[src/rtl/scp_pkg.sv]
// ----------------------------------------------------------------------------
// scp_pkg
// Shared constants and types for the scroll camera position update block.
// ----------------------------------------------------------------------------
package scp_pkg;

    localparam int COORD_BITS = 32;
    localparam int WIDE_BITS  = COORD_BITS + 4;
    localparam int DVD_BITS   = 40;
    localparam int SIZE_BITS  = 16;
    localparam int CNT_BITS   = $clog2(DVD_BITS);

    localparam logic [23:0] UNLIMITED_STEP = 24'd9999999;
    localparam logic [6:0]  PERCENT        = 7'd100;

    // mode_flags bit positions
    localparam int FLAG_FG_HWRAP   = 0;
    localparam int FLAG_FG_VWRAP   = 1;
    localparam int FLAG_BK_HWRAP   = 2;
    localparam int FLAG_BK_VWRAP   = 3;
    localparam int FLAG_HOLD_ON    = 4;
    localparam int FLAG_PUSH_ON    = 5;
    localparam int FLAG_BK_PRESENT = 6;

    typedef logic signed [WIDE_BITS-1:0] wide_t;
    typedef logic signed [DVD_BITS-1:0]  dvd_t;
    typedef logic signed [COORD_BITS-1:0] coord_t;

    typedef enum logic [3:0] {
        REG_VIEW_SIZE  = 4'd0,
        REG_FRONT_SIZE = 4'd1,
        REG_BACK_SIZE  = 4'd2,
        REG_HOLD_ZONE  = 4'd3,
        REG_PUSH_ZONE  = 4'd4,
        REG_STEP_LIMIT = 4'd5,
        REG_PARALLAX   = 4'd6,
        REG_MODE_FLAGS = 4'd7
    } cfg_reg_t;

    typedef enum logic [3:0] {
        ST_IDLE,
        ST_SPEED,
        ST_MOVE,
        ST_CLAMP,
        ST_DIV_BX,
        ST_DIV_BY,
        ST_BCLAMP,
        ST_MOD_FX,
        ST_MOD_FY,
        ST_MOD_BX,
        ST_MOD_BY,
        ST_FINISH
    } state_t;

    typedef struct packed {
        logic                 start;
        logic [DVD_BITS-1:0]  dividend;
        logic [SIZE_BITS-1:0] divisor;
    } div_req_t;

    typedef struct packed {
        logic                 done;
        logic [DVD_BITS-1:0]  quotient;
        logic [SIZE_BITS-1:0] remainder;
    } div_rsp_t;

endpackage

[src/rtl/scp_serial_div.sv]
// ----------------------------------------------------------------------------
// scp_serial_div
// Restoring unsigned divider, one quotient bit per cycle.
// ----------------------------------------------------------------------------
module scp_serial_div
    import scp_pkg::*;
(
    input  logic     aclk,
    input  logic     aresetn,
    input  div_req_t req,
    output div_rsp_t rsp
);

    logic [DVD_BITS-1:0]  dq_reg;
    logic [SIZE_BITS-1:0] rem_reg;
    logic [SIZE_BITS-1:0] dsr_reg;
    logic [CNT_BITS-1:0]  cnt_reg;
    logic                 busy_reg;
    logic                 done_reg;

    logic [SIZE_BITS:0]   rem_shift;
    logic                 ge;
    logic [SIZE_BITS:0]   rem_sub;

    assign rem_shift = {rem_reg, dq_reg[DVD_BITS-1]};
    assign ge        = rem_shift >= {1'b0, dsr_reg};
    assign rem_sub   = rem_shift - {1'b0, dsr_reg};

    always_ff @(posedge aclk) begin
        if (!aresetn) begin
            busy_reg <= 1'b0;
            done_reg <= 1'b0;
            cnt_reg  <= '0;
        end else begin
            done_reg <= 1'b0;
            if (req.start) begin
                busy_reg <= 1'b1;
                cnt_reg  <= '0;
            end else if (busy_reg) begin
                cnt_reg <= cnt_reg + 1'b1;
                if (cnt_reg == CNT_BITS'(DVD_BITS - 1)) begin
                    busy_reg <= 1'b0;
                    done_reg <= 1'b1;
                end
            end
        end
    end

    // shift in one dividend bit, subtract when it fits
    always_ff @(posedge aclk) begin
        if (req.start) begin
            dq_reg  <= req.dividend;
            rem_reg <= '0;
            dsr_reg <= req.divisor;
        end else if (busy_reg) begin
            dq_reg  <= {dq_reg[DVD_BITS-2:0], ge};
            rem_reg <= ge ? rem_sub[SIZE_BITS-1:0] : rem_shift[SIZE_BITS-1:0];
        end
    end

    assign rsp.done      = done_reg;
    assign rsp.quotient  = dq_reg;
    assign rsp.remainder = rem_reg;

endmodule

[src/rtl/scroll_camera_position_update.sv]
// ----------------------------------------------------------------------------
// scroll_camera_position_update
// Per-frame update of a two-layer scrolling viewport following a camera.
// ----------------------------------------------------------------------------
// Requests: s_ready is high only when idle, so a new request waits until the
//   last result has been handed to the output register. The sequencer uses the
//   shared bit-serial divider six times per request (two parallax divides,
//   four offset remainders).
// Reset: aresetn (synchronous, active low) clears the state machine, the
//   stored positions and the configuration registers to their defaults.
module scroll_camera_position_update
    import scp_pkg::*;
(
    input  logic                  aclk,
    input  logic                  aresetn,

    input  logic                  cfg_valid,
    output logic                  cfg_ready,
    input  logic [3:0]            cfg_index,
    input  logic [63:0]           cfg_data,

    input  logic                  s_valid,
    output logic                  s_ready,
    input  logic                  s_write_position,
    input  logic signed [31:0]    s_new_pos_x,
    input  logic signed [31:0]    s_new_pos_y,
    input  logic                  s_camera_present,
    input  logic                  s_box_valid,
    input  logic signed [31:0]    s_box_left,
    input  logic signed [31:0]    s_box_top,
    input  logic signed [31:0]    s_box_right,
    input  logic signed [31:0]    s_box_bottom,
    input  logic signed [31:0]    s_camera_x,
    input  logic signed [31:0]    s_camera_y,

    output logic                  m_valid,
    input  logic                  m_ready,
    output logic signed [31:0]    m_front_pos_x,
    output logic signed [31:0]    m_front_pos_y,
    output logic signed [31:0]    m_back_pos_x,
    output logic signed [31:0]    m_back_pos_y,
    output logic [15:0]           m_front_off_x,
    output logic [15:0]           m_front_off_y,
    output logic [15:0]           m_back_off_x,
    output logic [15:0]           m_back_off_y
);

    // ------------------------------------------------------------------
    // Configuration registers
    // ------------------------------------------------------------------
    logic [31:0] view_size_reg, front_size_reg, back_size_reg;
    logic [63:0] hold_zone_reg, push_zone_reg;
    logic [15:0] step_limit_reg, parallax_reg;
    logic [6:0]  mode_reg;

    assign cfg_ready = 1'b1;

    always_ff @(posedge aclk) begin
        if (!aresetn) begin
            view_size_reg  <= 32'd0;
            front_size_reg <= 32'h0001_0001;
            back_size_reg  <= 32'h0001_0001;
            hold_zone_reg  <= 64'd0;
            push_zone_reg  <= 64'd0;
            step_limit_reg <= 16'd0;
            parallax_reg   <= 16'd200;
            mode_reg       <= 7'd0;
        end else if (cfg_valid) begin
            unique case (cfg_index)
                REG_VIEW_SIZE:  view_size_reg  <= cfg_data[31:0];
                REG_FRONT_SIZE: front_size_reg <= cfg_data[31:0];
                REG_BACK_SIZE:  back_size_reg  <= cfg_data[31:0];
                REG_HOLD_ZONE:  hold_zone_reg  <= cfg_data;
                REG_PUSH_ZONE:  push_zone_reg  <= cfg_data;
                REG_STEP_LIMIT: step_limit_reg <= cfg_data[15:0];
                REG_PARALLAX:   parallax_reg   <= cfg_data[15:0];
                REG_MODE_FLAGS: mode_reg       <= cfg_data[6:0];
                default: ;  // drop writes past the register list
            endcase
        end
    end

    // Field views of the configuration
    logic [15:0] view_w, view_h, fw, fh, bw, bh;
    assign view_w = view_size_reg[31:16];
    assign view_h = view_size_reg[15:0];
    assign fw     = front_size_reg[31:16];
    assign fh     = front_size_reg[15:0];
    assign bw     = back_size_reg[31:16];
    assign bh     = back_size_reg[15:0];

    logic back_on;
    assign back_on = mode_reg[FLAG_BK_PRESENT];

    // Zone edges, signed view coordinates
    logic signed [15:0] hold_l, hold_t, hold_r, hold_b;
    logic signed [15:0] push_l, push_t, push_r, push_b;
    assign hold_l = hold_zone_reg[63:48];
    assign hold_t = hold_zone_reg[47:32];
    assign hold_r = hold_zone_reg[31:16];
    assign hold_b = hold_zone_reg[15:0];
    assign push_l = push_zone_reg[63:48];
    assign push_t = push_zone_reg[47:32];
    assign push_r = push_zone_reg[31:16];
    assign push_b = push_zone_reg[15:0];

    // ------------------------------------------------------------------
    // State
    // ------------------------------------------------------------------
    state_t state_reg, state_next;

    coord_t front_x_reg, front_y_reg, back_x_reg, back_y_reg;

    // captured request
    logic   cam_reg, boxv_reg;
    coord_t box_l_reg, box_t_reg, box_r_reg, box_b_reg, cam_x_reg, cam_y_reg;

    // working values
    wide_t  fx_reg, fy_reg, speed_reg;
    dvd_t   bx_reg, by_reg;
    logic [15:0] fox_reg, foy_reg, box_reg, boy_reg;
    logic   div_run_reg;

    // output register
    logic   m_valid_reg;
    coord_t out_fx_reg, out_fy_reg, out_bx_reg, out_by_reg;
    logic [15:0] out_fox_reg, out_foy_reg, out_box_reg, out_boy_reg;

    // ------------------------------------------------------------------
    // Shared divider
    // ------------------------------------------------------------------
    div_req_t div_req;
    div_rsp_t div_rsp;

    scp_serial_div u_div (
        .aclk    (aclk),
        .aresetn (aresetn),
        .req     (div_req),
        .rsp     (div_rsp)
    );

    function automatic logic [31:0] mag32(input coord_t v);
        return v[31] ? (~v + 32'd1) : v;
    endfunction

    // Turn a magnitude remainder into a nonnegative offset of the sign's value
    function automatic logic [15:0] fix_off(input logic neg, input logic [15:0] rem,
                                            input logic [15:0] size);
        logic [15:0] r;
        r = (neg && rem != 16'd0) ? size - rem : rem;
        return (size == 16'd0) ? 16'd0 : r;
    endfunction

    coord_t fx32, fy32, bx32, by32;
    assign fx32 = fx_reg[31:0];
    assign fy32 = fy_reg[31:0];
    assign bx32 = bx_reg[31:0];
    assign by32 = by_reg[31:0];

    logic div_state;
    always_comb begin
        div_req = '0;
        div_state = 1'b0;
        case (state_reg)
            ST_DIV_BX: begin
                div_state        = 1'b1;
                div_req.dividend = DVD_BITS'(mag32(fx32)) * DVD_BITS'(PERCENT);
                div_req.divisor  = parallax_reg;
            end
            ST_DIV_BY: begin
                div_state        = 1'b1;
                div_req.dividend = DVD_BITS'(mag32(fy32)) * DVD_BITS'(PERCENT);
                div_req.divisor  = parallax_reg;
            end
            ST_MOD_FX: begin
                div_state        = 1'b1;
                div_req.dividend = DVD_BITS'(mag32(fx32));
                div_req.divisor  = fw;
            end
            ST_MOD_FY: begin
                div_state        = 1'b1;
                div_req.dividend = DVD_BITS'(mag32(fy32));
                div_req.divisor  = fh;
            end
            ST_MOD_BX: begin
                div_state        = 1'b1;
                div_req.dividend = DVD_BITS'(mag32(bx32));
                div_req.divisor  = bw;
            end
            ST_MOD_BY: begin
                div_state        = 1'b1;
                div_req.dividend = DVD_BITS'(mag32(by32));
                div_req.divisor  = bh;
            end
            default: ;
        endcase
        div_req.start = div_state && !div_run_reg;
    end

    // ------------------------------------------------------------------
    // Step limit: hold zone stops, push zone overshoot, else configured
    // ------------------------------------------------------------------
    wide_t x0, y0, x1, y1, speed_calc;
    logic  hold_hit;
    always_comb begin
        x0 = wide_t'(box_l_reg) - fx_reg;
        y0 = wide_t'(box_t_reg) - fy_reg;
        x1 = wide_t'(box_r_reg) - fx_reg;
        y1 = wide_t'(box_b_reg) - fy_reg;
        hold_hit = mode_reg[FLAG_HOLD_ON] &&
                   x0 < wide_t'(hold_r) && y0 < wide_t'(hold_b) &&
                   x1 > wide_t'(hold_l) && y1 > wide_t'(hold_t);
        speed_calc = (step_limit_reg != 16'd0) ? wide_t'(step_limit_reg)
                                               : wide_t'(UNLIMITED_STEP);
        if (boxv_reg) begin
            if (hold_hit) begin
                speed_calc = '0;
            end else if (mode_reg[FLAG_PUSH_ON]) begin
                // last firing edge wins: right, below, left, above
                if (x0 > wide_t'(push_r)) speed_calc = x0 - wide_t'(push_r);
                if (y0 > wide_t'(push_b)) speed_calc = y0 - wide_t'(push_b);
                if (x1 < wide_t'(push_l)) speed_calc = wide_t'(push_l) - x1;
                if (y1 < wide_t'(push_t)) speed_calc = wide_t'(push_t) - y1;
            end
        end
    end

    // ------------------------------------------------------------------
    // Move toward the camera centred in the view
    // ------------------------------------------------------------------
    function automatic wide_t approach(input wide_t p, input wide_t c, input wide_t s);
        wide_t up, dn;
        up = p + s;
        dn = p - s;
        if (p < c) return (up < c) ? up : c;
        if (p > c) return (dn > c) ? dn : c;
        return p;
    endfunction

    wide_t cx, cy;
    assign cx = wide_t'(cam_x_reg) - wide_t'({1'b0, view_w[15:1]});
    assign cy = wide_t'(cam_y_reg) - wide_t'({1'b0, view_h[15:1]});

    // Clamp to [0, size - view]; map smaller than view gives zero
    function automatic dvd_t clamp_pos(input dvd_t p, input logic [15:0] size,
                                       input logic [15:0] view);
        dvd_t hi, r;
        hi = dvd_t'($signed({1'b0, size})) - dvd_t'($signed({1'b0, view}));
        r = (p > hi) ? hi : p;
        return (r < 0) ? dvd_t'(0) : r;
    endfunction

    dvd_t fx_cl, fy_cl, bx_cl, by_cl;
    always_comb begin
        fx_cl = mode_reg[FLAG_FG_HWRAP] ? dvd_t'(fx_reg) : clamp_pos(dvd_t'(fx_reg), fw, view_w);
        fy_cl = mode_reg[FLAG_FG_VWRAP] ? dvd_t'(fy_reg) : clamp_pos(dvd_t'(fy_reg), fh, view_h);
        bx_cl = (back_on && !mode_reg[FLAG_BK_HWRAP]) ? clamp_pos(bx_reg, bw, view_w) : bx_reg;
        by_cl = (back_on && !mode_reg[FLAG_BK_VWRAP]) ? clamp_pos(by_reg, bh, view_h) : by_reg;
    end

    // signed quotient, truncating toward zero
    dvd_t q_signed;
    always_comb begin
        if (state_reg == ST_DIV_BX) begin
            q_signed = fx32[31] ? -dvd_t'(div_rsp.quotient) : dvd_t'(div_rsp.quotient);
        end else begin
            q_signed = fy32[31] ? -dvd_t'(div_rsp.quotient) : dvd_t'(div_rsp.quotient);
        end
    end

    // ------------------------------------------------------------------
    // Sequencer
    // ------------------------------------------------------------------
    assign s_ready = (state_reg == ST_IDLE);

    logic out_free;
    assign out_free = !m_valid_reg || m_ready;

    always_comb begin
        state_next = state_reg;
        unique case (state_reg)
            ST_IDLE:   if (s_valid) state_next = ST_SPEED;
            ST_SPEED:  state_next = ST_MOVE;
            ST_MOVE:   state_next = ST_CLAMP;
            ST_CLAMP:  state_next = ST_DIV_BX;
            ST_DIV_BX: if (div_rsp.done) state_next = ST_DIV_BY;
            ST_DIV_BY: if (div_rsp.done) state_next = ST_BCLAMP;
            ST_BCLAMP: state_next = ST_MOD_FX;
            ST_MOD_FX: if (div_rsp.done) state_next = ST_MOD_FY;
            ST_MOD_FY: if (div_rsp.done) state_next = ST_MOD_BX;
            ST_MOD_BX: if (div_rsp.done) state_next = ST_MOD_BY;
            ST_MOD_BY: if (div_rsp.done) state_next = ST_FINISH;
            ST_FINISH: if (out_free) state_next = ST_IDLE;
            default:   state_next = ST_IDLE;
        endcase
    end

    always_ff @(posedge aclk) begin
        if (!aresetn) begin
            state_reg <= ST_IDLE;
        end else begin
            state_reg <= state_next;
        end
    end

    // control and stored positions
    always_ff @(posedge aclk) begin
        if (!aresetn) begin
            div_run_reg <= 1'b0;
            m_valid_reg <= 1'b0;
            front_x_reg <= '0;
            front_y_reg <= '0;
            back_x_reg  <= '0;
            back_y_reg  <= '0;
        end else begin
            if (div_req.start) begin
                div_run_reg <= 1'b1;
            end else if (div_state && div_rsp.done) begin
                div_run_reg <= 1'b0;
            end
            if (m_valid_reg && m_ready) begin
                m_valid_reg <= 1'b0;
            end
            if (state_reg == ST_FINISH && out_free) begin
                m_valid_reg <= 1'b1;
                front_x_reg <= fx32;
                front_y_reg <= fy32;
                back_x_reg  <= bx32;
                back_y_reg  <= by32;
            end
        end
    end

    // datapath
    always_ff @(posedge aclk) begin
        case (state_reg)
            ST_IDLE: begin
                if (s_valid) begin
                    // software write replaces the position before tracking
                    fx_reg    <= wide_t'(s_write_position ? s_new_pos_x : front_x_reg);
                    fy_reg    <= wide_t'(s_write_position ? s_new_pos_y : front_y_reg);
                    cam_reg   <= s_camera_present;
                    boxv_reg  <= s_box_valid;
                    box_l_reg <= s_box_left;
                    box_t_reg <= s_box_top;
                    box_r_reg <= s_box_right;
                    box_b_reg <= s_box_bottom;
                    cam_x_reg <= s_camera_x;
                    cam_y_reg <= s_camera_y;
                end
            end
            ST_SPEED: speed_reg <= speed_calc;
            ST_MOVE: begin
                if (cam_reg) begin
                    fx_reg <= approach(fx_reg, cx, speed_reg);
                    fy_reg <= approach(fy_reg, cy, speed_reg);
                end
            end
            ST_CLAMP: begin
                // clamp, then wrap to coordinate width
                fx_reg <= wide_t'($signed(fx_cl[COORD_BITS-1:0]));
                fy_reg <= wide_t'($signed(fy_cl[COORD_BITS-1:0]));
            end
            ST_DIV_BX: begin
                if (div_rsp.done) begin
                    bx_reg <= (parallax_reg != 16'd0) ? q_signed : dvd_t'(back_x_reg);
                end
            end
            ST_DIV_BY: begin
                if (div_rsp.done) begin
                    by_reg <= (parallax_reg != 16'd0) ? q_signed : dvd_t'(back_y_reg);
                end
            end
            ST_BCLAMP: begin
                bx_reg <= dvd_t'($signed(bx_cl[COORD_BITS-1:0]));
                by_reg <= dvd_t'($signed(by_cl[COORD_BITS-1:0]));
            end
            ST_MOD_FX: begin
                if (div_rsp.done) fox_reg <= fix_off(fx32[31], div_rsp.remainder, fw);
            end
            ST_MOD_FY: begin
                if (div_rsp.done) foy_reg <= fix_off(fy32[31], div_rsp.remainder, fh);
            end
            ST_MOD_BX: begin
                if (div_rsp.done) begin
                    box_reg <= back_on ? fix_off(bx32[31], div_rsp.remainder, bw) : 16'd0;
                end
            end
            ST_MOD_BY: begin
                if (div_rsp.done) begin
                    boy_reg <= back_on ? fix_off(by32[31], div_rsp.remainder, bh) : 16'd0;
                end
            end
            ST_FINISH: begin
                if (out_free) begin
                    out_fx_reg  <= fx32;
                    out_fy_reg  <= fy32;
                    out_bx_reg  <= bx32;
                    out_by_reg  <= by32;
                    out_fox_reg <= fox_reg;
                    out_foy_reg <= foy_reg;
                    out_box_reg <= box_reg;
                    out_boy_reg <= boy_reg;
                end
            end
            default: ;
        endcase
    end

    assign m_valid       = m_valid_reg;
    assign m_front_pos_x = out_fx_reg;
    assign m_front_pos_y = out_fy_reg;
    assign m_back_pos_x  = out_bx_reg;
    assign m_back_pos_y  = out_by_reg;
    assign m_front_off_x = out_fox_reg;
    assign m_front_off_y = out_foy_reg;
    assign m_back_off_x  = out_box_reg;
    assign m_back_off_y  = out_boy_reg;

endmodule
[config.mk]
export PLATFORM = sky130hd
export DESIGN_NAME = scroll_camera_position_update
export DESIGN_NICKNAME = d
export VERILOG_FILES = /design/src/rtl/scp_pkg.sv /design/src/rtl/scp_serial_div.sv /design/src/rtl/scroll_camera_position_update.sv
export SDC_FILE = /design/constraint.sdc
export NUM_CORES = 2
export LEC_CHECK = 0
export CORE_UTILIZATION = 40
export DETAILED_ROUTE_END_ITERATION = 10
export DONT_BUFFER_PORTS = 1
export RECOVER_POWER = 50
export SETUP_SLACK_MARGIN = 0.1
export SLEW_MARGIN = 20
export SYNTH_ARGS = -nofsm -noshare
export SYNTH_HDL_FRONTEND = slang
export SYNTH_SLANG_ARGS = --single-unit
[constraint.sdc]
create_clock -name aclk -period 23.6 [get_ports aclk]
set_input_delay 2.36 -clock aclk [delete_from_list [all_inputs] [get_ports aclk]]
set_output_delay 2.36 -clock aclk [all_outputs]
set_load 0.1 [all_outputs]
==> run metrics <==
status finished with violations; failing checks design-rule violations, max-capacitance violations, max-slew violations; CP cell instances nand2b_1 -> nand3_1 -> clkinvlp_2 -> buf_12 -> buf_4 -> nand2_1 -> a21boi_0; Longest Clk Path Bufs 3; highest-delay cell along the critical path clkinvlp_2; post_cts resized 0; Yosys top cell by area edfxtp_1; YS warnings 0; DR vias/cell 6.13; GRT overflow 0; CP delay by family, top buffers and inverters; layout cells sized above 1 4.19%; Rel. slew slack -296%; Starting Density 40.3%; DRT antenna net count 0; pin count of the biggest net entering global routing 400; gpl congestion 1.04; critical path required time 24.32 ns; Post-synth EDFFs 694; Setup Skew 0.0515 ns; Area Growth Syn to Fin 9.11%; die area 0.237 mm2; FFs w/ async S/R, synth 0%; Leak Pwr 40.5 nW; routed length per instance 29.3 um; initial antenna violation count 64; ranking of synthesized cells by area edfxtp_1 (22%), ha_1 (17%), dfxtp_1 (9.0%), nand2_1 (5.2%), xnor2_1 (4.6%); total CTS buffers 139; CTS tree done; I/O pin count 527; startpoint type of the worst setup path primary input; vias 84800; DP Wirelength 326000 um; Clk Latency, worst-skew pair 0.86 ns; Starting DRT DRC Count 8981; Main synth FF type edfxtp_1; CP bufs+invs 3; crit-path max cell delay 4.54 ns; vias in the first global route 80900; DP Area 0.0976 mm2; area of the core 0.233 mm2; Max VDD drop 0.0941 mV; total negative slack 0 ns; fmax 103 MHz; CTS Hold Buffers Added 0; Detailed Route WL 406000 um; MaxCap Viol Count 16; Final setup viols 0; Overall Global Routing Usage 33.1%; Synth top cells by count ha_1 (1308), nand2_1 (1295), a21oi_1 (779); fin. max-slew vios 688; clock sink count 1115; Final #Nets 12300; PwrDens 151 mW/mm2; IO buf count 0; period utilization 41.2%; Arr. time, crit path 10.43 ns; row cnt 177; cells after synthesis 10600; HP Class reg -> reg; post-synth net total 12400; Layout Cells excl Fill 13800; depth of the CTS H-tree 4; final hold viol count 0; min cycle time layout 9.71 ns; Root Driver clkbuf_16; final core utilization 44.0%; Distinct cells, synth 95; WS Path Type in -> reg; Critical Path End Type flip-flop; Initial DRT Pass Iterations 11; synthesized flop and latch total 1115; slew at the pin closest to its max-slew limit 5.94 ns; Post-CTS Repair Setup Buffers 0; post-synthesis sequential area ratio 31.2%; Die W 487 um; Placed Instances 13500; RSZ-0062 raised after global routing false; share of the synthesized area in the top cell type 22.2%; worst-path fanout max 131; most common cell in the netlist ha_1; CTS clk-pin slew, worst paths 0.06 ns; DRC 2; Cell Area, Synth 0.0939 mm2; final instance area 0.102 mm2; Die H 487 um; Synth Area per Inst 8.82 um2; first-pass GRT wire length 570000 um
-- layout make-up --
type | count | area, um2
diodes | 56 | 140
clock buffers | 178 | 3830
clock inverters | 80 | 1090
fillers | 22900 | 131000
inverters | 615 | 2310
multi-input cells | 8522 | 61000
flip-flops and latches | 1115 | 29300
well taps | 3132 | 3920
repair buffers | 144 | 952
-- layout by cell type, fill, tap and decap left out, types with 98 or more instances in the layout --
cell type and n:
nand4_1 152, edfxtp_1 694, nor2_1 656, inv_1 612, nor2b_1 176, xnor2_1 487, nor3_1 179, a211oi_1 100
nand2b_1 115, a21o_1 349, nand3_1 177, o21ai_0 559, buf_4 101, o21a_1 127, clkbuf_16 144, ha_1 1308
mux2i_1 98, nand2_1 1295, xor2_1 249, a21boi_0 399, dfxtp_1 421, a21oi_1 777
-- metal layers --
layer  wire length, um  vias to the layer above  share of wire, %  GRT usage [%]
met1            160000                    41200                39           40.1
met2            185000                     3966                46           53.7
met4             30000                        4               7.4           21.7
met3             30800                      915               7.6           6.04
li1                  -                    38700                 -              -
met5                31                        -            0.0076              0
-- cells by family (layout without fill, tap and decap cells) --
kind of cell / count (synthesis) / after routing / synth area share [%]
compound gates: 3142 / 3142 / 22.0
xor+xnor: 743 / 743 / 6.93
fa+ha+maj: 1385 / 1385 / 19.1
buf+inv: 1007 / 1017 / 4.11
flops: 1115 / 1115 / 31.2
mux: 113 / 113 / 1.22
other cells: 1 / 57 / 0.00399
simple gates: 3138 / 3138 / 15.5
-- path summary, 6_finish.rpt --
path,startpoint,end,slack [ns],cells after the start
setup / recovery,m_ready,front_x_reg[21],13.89,7
hold / removal,box_reg[5],m_back_off_x[5],0.42,0
setup reg to reg,fy_reg[31],speed_reg[4],14.28,19
hold reg to reg,box_reg[5],m_back_off_x[5],0.42,0
-- where the power goes --
part           switching [W]  leakage (nW)  internal (W)
combinational        0.00674          28.4       0.00395
clock               0.000980          2.36       0.00133
sequential          0.000228          9.75       0.00226
-- stage by stage --
stage | setup WS, ns | hold slack (ns) | total power (W)
after global routing | 13.44 | 0.431 | 0.0165
final | 13.89 | 0.416 | 0.0155
after detailed placement | 14.59 | 0.405 | 0.0129
after CTS | 14.56 | 0.416 | 0.0153
after floorplan | 14.88 | 0.400 | 0.00965
after global placement | 14.56 | 0.406 | 0.0129
Power figures use the tool's default switching activity.
